--- src/rbst_pkg.sv ---
package rbst_pkg;

  // Coordinate format: signed Q16.16
  localparam int COORD_BITS = 32;
  localparam int FRAC_BITS  = 16;
  localparam int PROD_BITS  = 2 * COORD_BITS;

  localparam int NUM_AXES    = 3;
  localparam int NUM_IN      = 8;
  localparam int PIPE_STAGES = 5;

  // Packed stream widths (rounded up to whole bytes)
  localparam int IN_BITS  = NUM_IN * COORD_BITS;
  localparam int OUT_RAW  = 1 + 2 * COORD_BITS;
  localparam int OUT_BITS = ((OUT_RAW + 7) / 8) * 8;

  // Configuration register indexes
  localparam int REG_IDX_BITS = 3;
  localparam logic [REG_IDX_BITS-1:0] REG_BOX_MIN_X = 3'd0;
  localparam logic [REG_IDX_BITS-1:0] REG_BOX_MIN_Y = 3'd1;
  localparam logic [REG_IDX_BITS-1:0] REG_BOX_MIN_Z = 3'd2;
  localparam logic [REG_IDX_BITS-1:0] REG_BOX_MAX_X = 3'd3;
  localparam logic [REG_IDX_BITS-1:0] REG_BOX_MAX_Y = 3'd4;
  localparam logic [REG_IDX_BITS-1:0] REG_BOX_MAX_Z = 3'd5;

  typedef logic signed [COORD_BITS-1:0] coord_t;
  typedef logic signed [PROD_BITS-1:0]  prod_t;

  localparam coord_t COORD_MAX = {1'b0, {(COORD_BITS-1){1'b1}}};
  localparam coord_t COORD_MIN = {1'b1, {(COORD_BITS-1){1'b0}}};

  // Pipeline control shared by lanes and merge stage
  typedef struct packed {
    logic                   en;
    logic [PIPE_STAGES-1:0] vld;
  } pipe_ctl_t;

  typedef struct packed {
    coord_t range_end;
    coord_t range_start;
  } range_t;

  // a - b, clamped to the coordinate range
  function automatic coord_t sat_sub(input coord_t a, input coord_t b);
    logic signed [COORD_BITS:0] d;
    d = {a[COORD_BITS-1], a} - {b[COORD_BITS-1], b};
    if (d[COORD_BITS] != d[COORD_BITS-1]) begin
      return d[COORD_BITS] ? COORD_MIN : COORD_MAX;
    end
    return d[COORD_BITS-1:0];
  endfunction

  // Floor shift of a full product, then clamp to the coordinate range
  function automatic coord_t scale_sat(input prod_t p);
    prod_t q;
    q = p >>> FRAC_BITS;
    if (q > prod_t'(COORD_MAX)) begin
      return COORD_MAX;
    end
    if (q < prod_t'(COORD_MIN)) begin
      return COORD_MIN;
    end
    return q[COORD_BITS-1:0];
  endfunction

endpackage

--- src/rbst_merge.sv ---
// Combines per-axis intervals into entry/exit and decides the hit.
module rbst_merge (
  input  logic                 clk,
  input  rbst_pkg::pipe_ctl_t  ctl,
  input  rbst_pkg::coord_t     near [rbst_pkg::NUM_AXES],
  input  rbst_pkg::coord_t     far  [rbst_pkg::NUM_AXES],
  input  rbst_pkg::range_t     range_in,
  output logic                 hit,
  output rbst_pkg::coord_t     t_enter,
  output rbst_pkg::coord_t     t_exit
);

  rbst_pkg::coord_t enter_c;
  rbst_pkg::coord_t exit_c;
  rbst_pkg::coord_t enter_r;
  rbst_pkg::coord_t exit_r;
  rbst_pkg::range_t range_r;

  // largest near, smallest far over the axes
  always_comb begin
    enter_c = near[0];
    exit_c  = far[0];
    for (int a = 1; a < rbst_pkg::NUM_AXES; a++) begin
      if (near[a] > enter_c) begin
        enter_c = near[a];
      end
      if (far[a] < exit_c) begin
        exit_c = far[a];
      end
    end
  end

  // stage 4: interval registers
  always_ff @(posedge clk) begin
    if (ctl.en) begin
      enter_r <= enter_c;
      exit_r  <= exit_c;
      range_r <= range_in;
    end
  end

  // stage 5: range check and hit, output register
  always_ff @(posedge clk) begin
    if (ctl.en) begin
      hit     <= !(range_r.range_end < enter_r) && !(exit_r < range_r.range_start)
                 && !exit_r[rbst_pkg::COORD_BITS-1] && !(exit_r < enter_r);
      t_enter <= enter_r;
      t_exit  <= exit_r;
    end
  end

  a_hit_exit_pos: assert property (@(posedge clk) disable iff (ctl.en === 1'bx)
    ctl.vld[4] && hit |-> !t_exit[rbst_pkg::COORD_BITS-1])
    else $error("hit with negative exit");

  a_hit_ordered: assert property (@(posedge clk) disable iff (ctl.en === 1'bx)
    ctl.vld[4] && hit |-> t_exit >= t_enter)
    else $error("hit with exit before entry");

endmodule

--- config.mk ---
export PLATFORM = sky130hd
export DESIGN_NAME = rbst_merge
export DESIGN_NICKNAME = d
export VERILOG_FILES = /design/src/rbst_pkg.sv /design/src/rbst_merge.sv
export SDC_FILE = /design/constraint.sdc
export NUM_CORES = 1
export LEC_CHECK = 0
export BUFFER_PORTS_ARGS = -buffer_cell sky130_fd_sc_hd__buf_2
export CAP_MARGIN = 10
export CORE_ASPECT_RATIO = 0.5
export CORE_MARGIN = 4
export CORE_UTILIZATION = 48
export DETAILED_ROUTE_END_ITERATION = 16
export GPL_TIMING_DRIVEN = 0
export MAX_ROUTING_LAYER = met4
export PLACE_DENSITY = 0.86
export SLEW_MARGIN = 20
export SYNTH_ARGS = -nofsm -noshare
export SYNTH_HDL_FRONTEND = slang
export SYNTH_SLANG_ARGS = --single-unit
--- constraint.sdc ---
create_clock -name clk -period 5.8 [get_ports clk]
set_input_delay 1.16 -clock clk [delete_from_list [all_inputs] [get_ports clk]]
set_output_delay 1.16 -clock clk [all_outputs]
set_load 0.05 [all_outputs]
==> key figures, run 1 <==
Worst setup path
  • Critical path capture point type: flip-flop
  • CP required: approximately 6.0 ns
  • Crit path cell chain: buf_2, ha_1, a2111oi_0, o31a_1, a31oi_4, o32ai_4, buf_4, buf_6, nor2_1, a21oi_2, ha_1, a21o_1, a21o_1, a211oi_2, o21bai_1, a21oi_2, o221ai_4, or4_1, o2111a_1, buf_6, buf_12, mux2i_1
  • Critical-path maximum fanout: 10
  • CP max-delay cell: or4_1
  • WP data arrival: between 5 and 6 ns
  • Crit path kind: in2reg
  • Slowest Stage Delay on Critical Path: 0.51 ns
  • Setup crit start kind: primary input

Floorplanning
  • Starting density of the core: a little under 50%
  • Core Rows: 41
  • Ports: 328
  • Die Area: 29390 um2
  • Core area: 25650 um2
  • Die Y: 123.2 um
  • Die X: 238.5 um

Placed design
  • Cell Area, Placed: 14840 um2
  • GPL Wtd Cong: 0.9634
  • IO buf count: 322
  • Dpl hpwl: between 20 and 30 mm

Layout
  • Area of the multi-input gates: about 6200 um2
  • Layout cells sized above 1: approximately 28%
  • Reg area: 5796 um2
  • # fillers: approximately 2.1k
  • Final Util: 61.40%
  • Final Instance Area: 15750 um2
  • Area grow syn2layout: 23.54%
  • # nets final: 1947

Drt
  • Via count: just under 10k
  • Antenna-violating nets left: 0
  • Iteration-0 DRC Markers: 811
  • Vias/cell: 5.346
  • Routed wire length: 33.59 mm
  • Drt wl/cell: 18.31 um
  • DRT Pass-1 Iters: 5
  • Post-route DRC: 0

Synth
  • Sequential share of the synthesized area: 45.46%
  • Yosys cell types: 55
  • Syn Nets: 1595
  • Yosys warns: 0
  • Prevailing post-synth register cell: edfxtp_1
  • Post-synth EDFFs: 193
  • Post-synthesis cell area: 12750 um2
  • Post-Syn Area per Cell: 11.45 um2
  • Asr flop ratio synth: 0%
  • Seq cells post-synth: 193
  • Mapped Cells: ~1.1k

Global route
  • Antenna violations before repair: 9
  • Vias in the first global route: roughly 9.4k
  • Largest net degree at the start of global routing: 110
  • Remaining Overflow, GRT: 0
  • First-pass GRT wire length: 48.61 mm
  • Overall Global Routing Usage: 22.27%

CTS
  • Clock H-tree levels: 4
  • Clk_lat worst skew: 0.44 ns
  • Root Driver: clkbuf_16
  • CTS buffer count: 17
  • # hold bufs at CTS: 0
  • Clock slew seen by the registers of the worst setup and hold paths: about 0.07 ns
  • Max Root-Sink Buffers: 2
  • CTS tree: built
  • CTS Sinks: 193

Pwr
  • Leak Pwr: 7.979 nW
  • Final Power: 4.632 mW
  • Peak supply drop: 0.0002209 V
  • Power per cell area: a little under 300 nW/um2

STA
  • Final setup fails: 0
  • Slew Limit Headroom: 54.52%
  • Achievable Freq: around 0.17 GHz
  • Slew Viols, Final: 0
  • Final hold violation count: 0
  • Final worst path period share: 98.72%
  • Min Clock Period, post-route: 5.726 ns
  • Tightest Pin Transition: ~0.68 ns
  • Worst Skew: 0.008375 ns

Run
  • Max-Cap Viols: 0

Outcome
  • Status: completed

Min path
  • Min-Delay Path Class: reg2reg
==> what timing repair did <==
| item | CTS | global route |
|---|---|---|
| pin swaps | 4 | 12 |
| endpoints found under the setup margin | 64 | 64 |
| gates resized for setup | 20 | 36 |
| setup buffers | 6 | 5 |
==> path summary, 6_finish.rpt <==
path	start	to	slack (ns)	depth (start not counted)
worst max register to register	exit_r[1]	hit	2.90	9
worst min-delay path	enter_r[6]	t_enter[6]	0.45	0
worst min register to register	enter_r[6]	t_enter[6]	0.45	0
worst max-delay path	far[33]	exit_r[29]	0.07	22
==> through the flow <==
step	hold WS (ns)	setup slack (ns)	setup TNS, ns	cells
3_3_place_gp	0.4303	-1.463	-70.38	1779
6_report	0.4471	0.07419	0	1835
3_5_place_dp	0.4323	-1.550	-72.59	1780
4_1_cts	0.4518	0.04253	0	1817
5_1_grt	0.4581	-0.08349	-0.6339	1831
2_1_floorplan	0.4264	0.03656	0	1113
==> cell usage after synthesis (6+ instances only) <==
cell | count | area [um2]
ha_1 | 219 | 2740
and3_1 | 6 | 37.54
nor2_1 | 45 | 168.9
a21o_1 | 61 | 457.9
mux2i_1 | 95 | 950.9
nand3_1 | 15 | 75.07
inv_1 | 199 | 747.0
buf_2 | 6 | 30.03
o21a_1 | 6 | 45.04
nand2_1 | 21 | 78.83
edfxtp_1 | 193 | 5796
a21oi_1 | 82 | 410.4
nand4_1 | 27 | 168.9
nor3_1 | 11 | 55.05
a211oi_1 | 8 | 60.06
o21ai_0 | 20 | 100.1
nor2b_1 | 12 | 75.07
==> worst max-delay path, delay by kind of cell <==
family          cells  cell delay [ns]
buf+inv             5             0.74
compound gates     12             2.74
simple gates        2             0.56
mux                 1             0.14
fa+ha+maj           2             0.54
==> routing by layer <==
layer  routed length [um]  track usage (%)  part of all wire, %
met5                    0                -                    0
met4                 1132            9.562                  3.4
met3                 1536            2.518                  4.6
met2                16770            37.07                   50
met1                14160            28.09                   42
==> cell families after synthesis <==
family / count (synthesis) / share of synthesized area, %
compound gates: 220 / 11.30
fa+ha+maj: 219 / 21.49
buf+inv: 216 / 6.978
flops: 193 / 45.46
mux: 100 / 7.930
simple gates: 165 / 6.841
==> state kept, by name (all words and copies together), names as in the netlist <==
signal and flops:
hit 1, t_enter 32, t_exit 32, range_r 64
exit_r 32, enter_r 32
==> layout by cell type, fill, tap and decap left out, types with 4 or more instances in the layout <==
cell type,n
buf_2,322
ha_1,218
inv_1,198
edfxtp_1,193
mux2i_1,93
a21oi_1,76
a21o_1,61
nor2_1,45
nand4_1,27
nand2_1,21
o21ai_0,19
clkbuf_16,17
diode_2,13
nand3_1,13
nor2b_1,12
buf_4,12
nor3_1,11
buf_6,8
o21a_1,6
a211oi_1,6
a21oi_2,6
and3_1,6
o21ai_1,5
o211ai_1,5
and4_1,5
a2111oi_0,5
inv_6,5
a31oi_1,4
nand2b_1,4
==> power breakdown <==
part	leakage, nW	internal [mW]	switching (mW)
Clock	0.289	0.649	0.545
Sequential	1.89	1.77	0.0915
Combinational	5.80	0.650	0.924
==> cell type report <==
type	count	area share (%)
inverter	199	4.743
timing repair buffer	334	11.04
antenna	13	0.2066
multi-input combinational	704	39.52
buffer	16	1.168
sequential	193	36.80
clock buffer	17	2.701
clock inverter	15	1.080
tap	344	2.733
Note: power is estimated with default switching activity, not from simulation.
==> run 2, diff against run 1 <==
--- a/config.mk
+++ b/config.mk
@@ -5,6 +5,7 @@
 export SDC_FILE = /design/constraint.sdc
 export NUM_CORES = 1
 export LEC_CHECK = 0
+export ABC_AREA = 1
 export BUFFER_PORTS_ARGS = -buffer_cell sky130_fd_sc_hd__buf_2
 export CAP_MARGIN = 10
 export CORE_ASPECT_RATIO = 0.5
==> run 2 against run 1 <==
Cell area rose by 0.44%. Setup slack better by 0.14 ns. Critical path depth up 4. Highest routed layer unchanged.
==> key figures, run 2 <==
Drt
  • DRT Pass-1 Iters: 5
  • Vias/cell: 5.293
  • Routed wire length: 35.79 mm
  • Antenna-violating nets left: 0
  • Drt wl/cell: between 15 and 20 um
  • Via count: 10.83k
  • Iteration-0 DRC Markers: about 770
  • Post-route DRC: 0

Floorplanning
  • Die X: ~240 um
  • Die Y: 124.5 um
  • Core Rows: 42
  • Ports: 328
  • Core area: 26590 um2
  • Starting density of the core: 49.01%
  • Die Area: between 30000 and 40000 um2

Layout
  • # fillers: 2257
  • Commonest non-fill, non-tap cells in the layout: buf_2, ha_1, nand2_1, inv_1, edfxtp_1
  • Biggest register: range_r
  • Reg area: a little under 6000 um2
  • Most common cell after layout, fill and taps aside: buf_2
  • Area grow syn2layout: 21.38%
  • # nets final: 2152
  • Final Instance Area: between 15000 and 20000 um2
  • Layout cells sized above 1: 27.47%
  • Max reg flops: 64
  • Final Util: 59.49%
  • Area of the multi-input gates: 6270 um2

Outcome
  • Status: completed

STA
  • Final hold violation count: 0
  • Tightest Pin Transition: 0.6146 ns
  • Final worst path period share: 96.24%
  • Slew Viols, Final: 0
  • Achievable Freq: ~0.18 GHz
  • Worst Skew: 0.008624 ns
  • Final setup fails: 0
  • Min Clock Period, post-route: around 5.6 ns
  • Slew Limit Headroom: 59.03%
  • RSZ-0062 raised after global routing: no

Synth
  • Syn Nets: 1808
  • Most common cell in the netlist: ha_1
  • Top cells by area, synth: edfxtp_1, ha_1, nand2_1
  • Post-synth EDFFs: 193
  • Yosys warns: 0
  • Seq cells post-synth: approximately 190
  • Yosys cell types: 44
  • Asr flop ratio synth: 0%
  • Mapped Cells: 1326
  • Synth area leader: edfxtp_1
  • Post-synthesis cell area: between 10000 and 15000 um2
  • Sequential share of the synthesized area: roughly 44%
  • Prevailing post-synth register cell: edfxtp_1
  • Synth cell count leaders: ha_1, nand2_1, inv_1, edfxtp_1, a21oi_1
  • Post-Syn Area per Cell: 9.827 um2
  • Post-synth top area share: 44.47%

Placed design
  • GPL Wtd Cong: 1.012
  • Cell Area, Placed: 15120 um2
  • IO buf count: 322
  • Dpl hpwl: 29.29 mm

Worst setup path
  • WP data arrival: 5.74 ns
  • Critical-path maximum fanout: 10
  • Crit path kind: in2reg
  • CP required: approximately 6.0 ns
  • Setup crit start kind: primary input
  • Critical path capture point type: flip-flop

CTS
  • Max Root-Sink Buffers: 2
  • Root Driver: clkbuf_16
  • Clock slew seen by the registers of the worst setup and hold paths: 0.07 ns
  • CTS tree: built
  • CTS Sinks: roughly 190
  • Clock H-tree levels: 4
  • Clk_lat worst skew: around 0.43 ns
  • CTS buffer count: 17
  • # hold bufs at CTS: 0

Min path
  • Min-Delay Path Class: reg2reg

Global route
  • First-pass GRT wire length: 53.90 mm
  • Vias in the first global route: 10.43k
  • Remaining Overflow, GRT: 0
  • Antenna violations before repair: 13
  • Largest net degree at the start of global routing: 112
  • Overall Global Routing Usage: 23.82%

Pwr
  • Leak Pwr: between 7 and 8 nW
  • Peak supply drop: between 0.0002 and 0.0003 V
  • Power per cell area: 329.2 nW/um2

Run
  • Max-Cap Viols: 0
## run 2: cell types whose count changed after synthesis, moves of 29 or more
cell / delta
a21o_1: -59
mux2i_1: -95
nand2_1: +193
nand3_1: +59
o21ai_0: +63
or2_2: +29
## run 2: critical path: stages
cell       delay (ns)
buf_2            0.07
inv_1            0.06
ha_4             0.31
nand2_1          0.09
or4_4            0.57
nor4_4           0.38
nand2_1          0.15
a21o_1           0.23
nand3_4          0.16
buf_8            0.17
nand2_1          0.05
o21ai_1          0.11
ha_1             0.28
a21oi_1          0.18
o21ai_1          0.09
a21oi_1          0.13
nor2_1           0.05
o21ai_1          0.13
a21oi_1          0.12
a2111oi_2        0.24
o21ai_1          0.13
xnor2_1          0.27
nand2_2          0.15
clkinv_4         0.12
buf_4            0.18
o21ai_0          0.13
## run 2: repair_timing
item                                    CTS  global route
resized for setup                         5            31
pin swaps                                 0             5
endpoints found under the setup margin   18            31
buffers inserted                          0             2
## run 2: final cells by class
| type | instances | area share (%) |
|---|---|---|
| antenna | 12 | 0.1898 |
| buffer | 30 | 1.582 |
| clock buffer | 19 | 2.737 |
| clock inverter | 12 | 0.8938 |
| inverter | 210 | 5.015 |
| multi-input combinational | 893 | 39.64 |
| sequential | 193 | 36.64 |
| tap | 352 | 2.784 |
| timing repair buffer | 325 | 10.52 |
## run 2: cell families (layout without fill, tap and decap cells)
group	after synthesis	after routing	synth area share (%)
xor gates and xnor gates	3	3	0.2017
buffers and inverters	240	596	7.710
AOI/OAI and AO/OA	263	263	11.60
and+or+nand+nor	408	408	14.99
other	0	12	0
DFF	193	193	44.47
adders and majority gates	219	219	21.03
## run 2: where the power goes
part	switching [mW]	internal (mW)
registers	0.135	1.87
clock network	0.491	0.671
logic	1.32	0.722
## run 2: per-stage QoR
step	power [mW]	setup WS, ns	instances	setup TNS (ns)	hold slack (ns)
2_1_floorplan	3.352	0.6792	1326	0	0.4264
3_3_place_gp	3.918	-0.3974	2000	-9.987	0.4303
3_5_place_dp	3.996	-0.5408	2001	-13.98	0.4338
4_1_cts	5.174	0.03710	2032	0	0.4480
5_1_grt	5.562	0.02254	2046	0	0.4615
6_report	5.208	0.2178	2046	0	0.4482
## run 2: worst paths after layout
check / cells past startpoint / to / slack (ns) / from
worst max-delay path: 26 / enter_r[10] / 0.22 / near[95]
worst min register to register: 0 / t_enter[19] / 0.45 / enter_r[19]
worst min-delay path: 0 / t_enter[19] / 0.45 / enter_r[19]
worst max register to register: 13 / hit / 3.03 / exit_r[1]
## run 2: per-layer routing
metal	global-route usage [%]	vias to the layer above	share of wire, %
met2	39.84	322	50
li1	-	5349	-
met5	-	-	0
met1	29.73	5080	42
met3	3.518	79	4.1
met4	8.257	0	3.7
==> run 3, diff against run 2 <==
--- a/config.mk
+++ b/config.mk
@@ -6,7 +6,7 @@
 export NUM_CORES = 1
 export LEC_CHECK = 0
 export ABC_AREA = 1
-export BUFFER_PORTS_ARGS = -buffer_cell sky130_fd_sc_hd__buf_2
+export BUFFER_PORTS_ARGS = -buffer_cell sky130_fd_sc_hd__clkbuf_2
 export CAP_MARGIN = 10
 export CORE_ASPECT_RATIO = 0.5
 export CORE_MARGIN = 4
==> run 3 against run 2 <==
Highest routed layer unchanged. Critical path type unchanged. Largest cell class unchanged. Cell count decreased by 0.15%. Global-route usage increased by 0.070 points. Total power down 1.5%.
==> key figures, run 3 (synthesis gave the netlist of run 2 again) <==
Layout
  • Most common cell after layout, fill and taps aside: clkbuf_2
  • Fin cells: 2043
  • Max reg flops: 64
  • Final Instance Area: 15790 um2
  • Biggest register: range_r
  • Area grow syn2layout: 21.20%
  • Commonest non-fill, non-tap cells in the layout: clkbuf_2, ha_1, nand2_1, inv_1, edfxtp_1
  • # nets final: 2154
  • Layout cells sized above 1: 27.63%

Floorplanning
  • Die Area: 30010 um2
  • Core area: approximately 27000 um2
  • Ports: between 300 and 400
  • Core Rows: 42
  • Starting density of the core: approximately half
  • Die X: 241.0 um
  • Die Y: 124.5 um

Global route
  • Largest net degree at the start of global routing: between 70 and 80
  • Remaining Overflow, GRT: 0
  • Met1 usage: 28.91%
  • Antenna violations before repair: 8
  • GR Util met3: roughly 3.8%
  • Busiest grt layer: met2
  • Vias in the first global route: 10.67k
  • Overall Global Routing Usage: 23.88%
  • Met2 Usage GRT: 40.06%
  • First-pass GRT wire length: 54.14 mm

Min path
  • Min-Delay Path Class: reg2reg
  • WHS Path Cells: 0
  • Worst Hold Launch: enter_r[23]
  • Hold path endpoint: t_enter[23]

STA
  • Min Clock Period, post-route: approximately 5.6 ns
  • Final WS setup: 0.2248 ns
  • Final setup fails: 0
  • Slew Limit Headroom: 61.58%
  • Final hold violation count: 0
  • Tightest Pin Transition: 0.5763 ns
  • Achievable Freq: 0.1794 GHz
  • Slew Viols, Final: 0
  • Final worst path period share: 96.12%
  • Worst Skew: 0.01598 ns

Placed design
  • Cell Area, Placed: 15150 um2
  • IO buf count: 322
  • Cell count after placement: 2002
  • Dpl hpwl: 29.37 mm
  • Dpl ws: -0.5631 ns
  • GPL Wtd Cong: 1.012

Worst setup path
  • Reg-to-reg startpoint: exit_r[1]
  • Critical-path maximum fanout: 10
  • R2R Path End: hit
  • CP bufs+invs: 5
  • Slowest Stage Delay on Critical Path: 0.57 ns
  • Critical path capture point type: flip-flop
  • Top delay family on crit path: simple AND/OR/NAND/NOR gates
  • Crit path kind: in2reg
  • Stages on the worst setup path: 27
  • CP required: 6.07 ns
  • WP data arrival: 5.84 ns
  • CP max-delay cell: or4_4
  • Setup crit start kind: primary input
  • Reg2reg setup slack: 3.18 ns
  • R2r worst-path depth: 13

Pwr
  • Power per cell area: ~320 nW/um2
  • Leak Pwr: approximately 8 nW
  • Peak supply drop: between 0.0002 and 0.00025 V
  • Final Power: 5.131 mW

CTS
  • Clk_lat worst skew: 0.44 ns
  • Clock slew seen by the registers of the worst setup and hold paths: 0.07 ns
  • CTS Sinks: 193
  • CTS buffer count: 17
  • Root Driver: clkbuf_16
  • # hold bufs at CTS: 0
  • Max Root-Sink Buffers: 2
  • CTS tree: built
  • Clock H-tree levels: 4

Outcome
  • Status: completed

Drt
  • Antenna-violating nets left: 0
  • DRT Pass-1 Iters: 5
  • Post-route DRC: 0
  • Via count: 10.77k
  • Vias/cell: 5.271
  • Iteration-0 DRC Markers: 772
  • Routed wire length: 35.28 mm
  • Drt wl/cell: 17.27 um

Run
  • Max-Cap Viols: 0
[run 3: cell types whose count changed in the layout (fill, tap and decap cells not counted), sizes merged]
cell / previous run / this run
buf: 347 / 24
clkbuf: 27 / 350
diode: 12 / 8
clkinv: 7 / 10
bufinv: 3 / 2
clkinvlp: 2 / 1
[run 3: cell type report]
cell class | count | area [um2]
fill | 2277 | 10800
multi-input combinational | 893 | 6257
sequential | 193 | 5796
timing repair buffer | 327 | 1698
inverter | 210 | 790.8
tap | 352 | 440.4
clock buffer | 17 | 425.4
buffer | 30 | 244.0
clock inverter | 13 | 122.6
antenna | 8 | 20.02
[run 3: how the worst max path moves through the flow]
stage                     slack [ns]     endpoint     start
after floorplan                 0.68  enter_r[22]  near[95]
after global placement         -0.38  enter_r[21]  near[51]
after detailed placement       -0.56  enter_r[21]  near[95]
after CTS                       0.01  enter_r[30]  near[95]
after global routing           -0.02  enter_r[13]  near[95]
final                           0.22  enter_r[16]  near[95]
[run 3: where the power goes]
| part | leakage (nW) | internal, mW | switching [mW] |
|---|---|---|---|
| registers | 1.89 | 1.87 | 0.136 |
| logic | 5.73 | 0.712 | 1.31 |
| clock network | 0.273 | 0.622 | 0.485 |
[run 3: routing by layer]
| layer | routed length [um] | part of all wire (%) |
|---|---|---|
| met1 | 14620 | 41 |
| met2 | 17300 | 49 |
| met3 | 1706 | 4.8 |
| met4 | 1659 | 4.7 |
| met5 | 0 | 0 |
[run 3: metrics by stage]
stage               util [%]   TNS, ns  hold slack [ns]
floorplan                  -         0           0.4264
global placement       56.72    -9.255           0.4321
detailed placement     56.96    -14.09           0.4347
CTS                    59.04         0           0.4505
global route           59.40  -0.02301           0.4685
finish                 59.40         0           0.4507
[run 3: repair_timing]
item | CTS | global route
endpoints found under the hold margin | 0 | 0
setup endpoints to repair | 12 | 31
gates resized for setup | 4 | 24
setup buffers | 0 | 3
pin swaps | 0 | 4
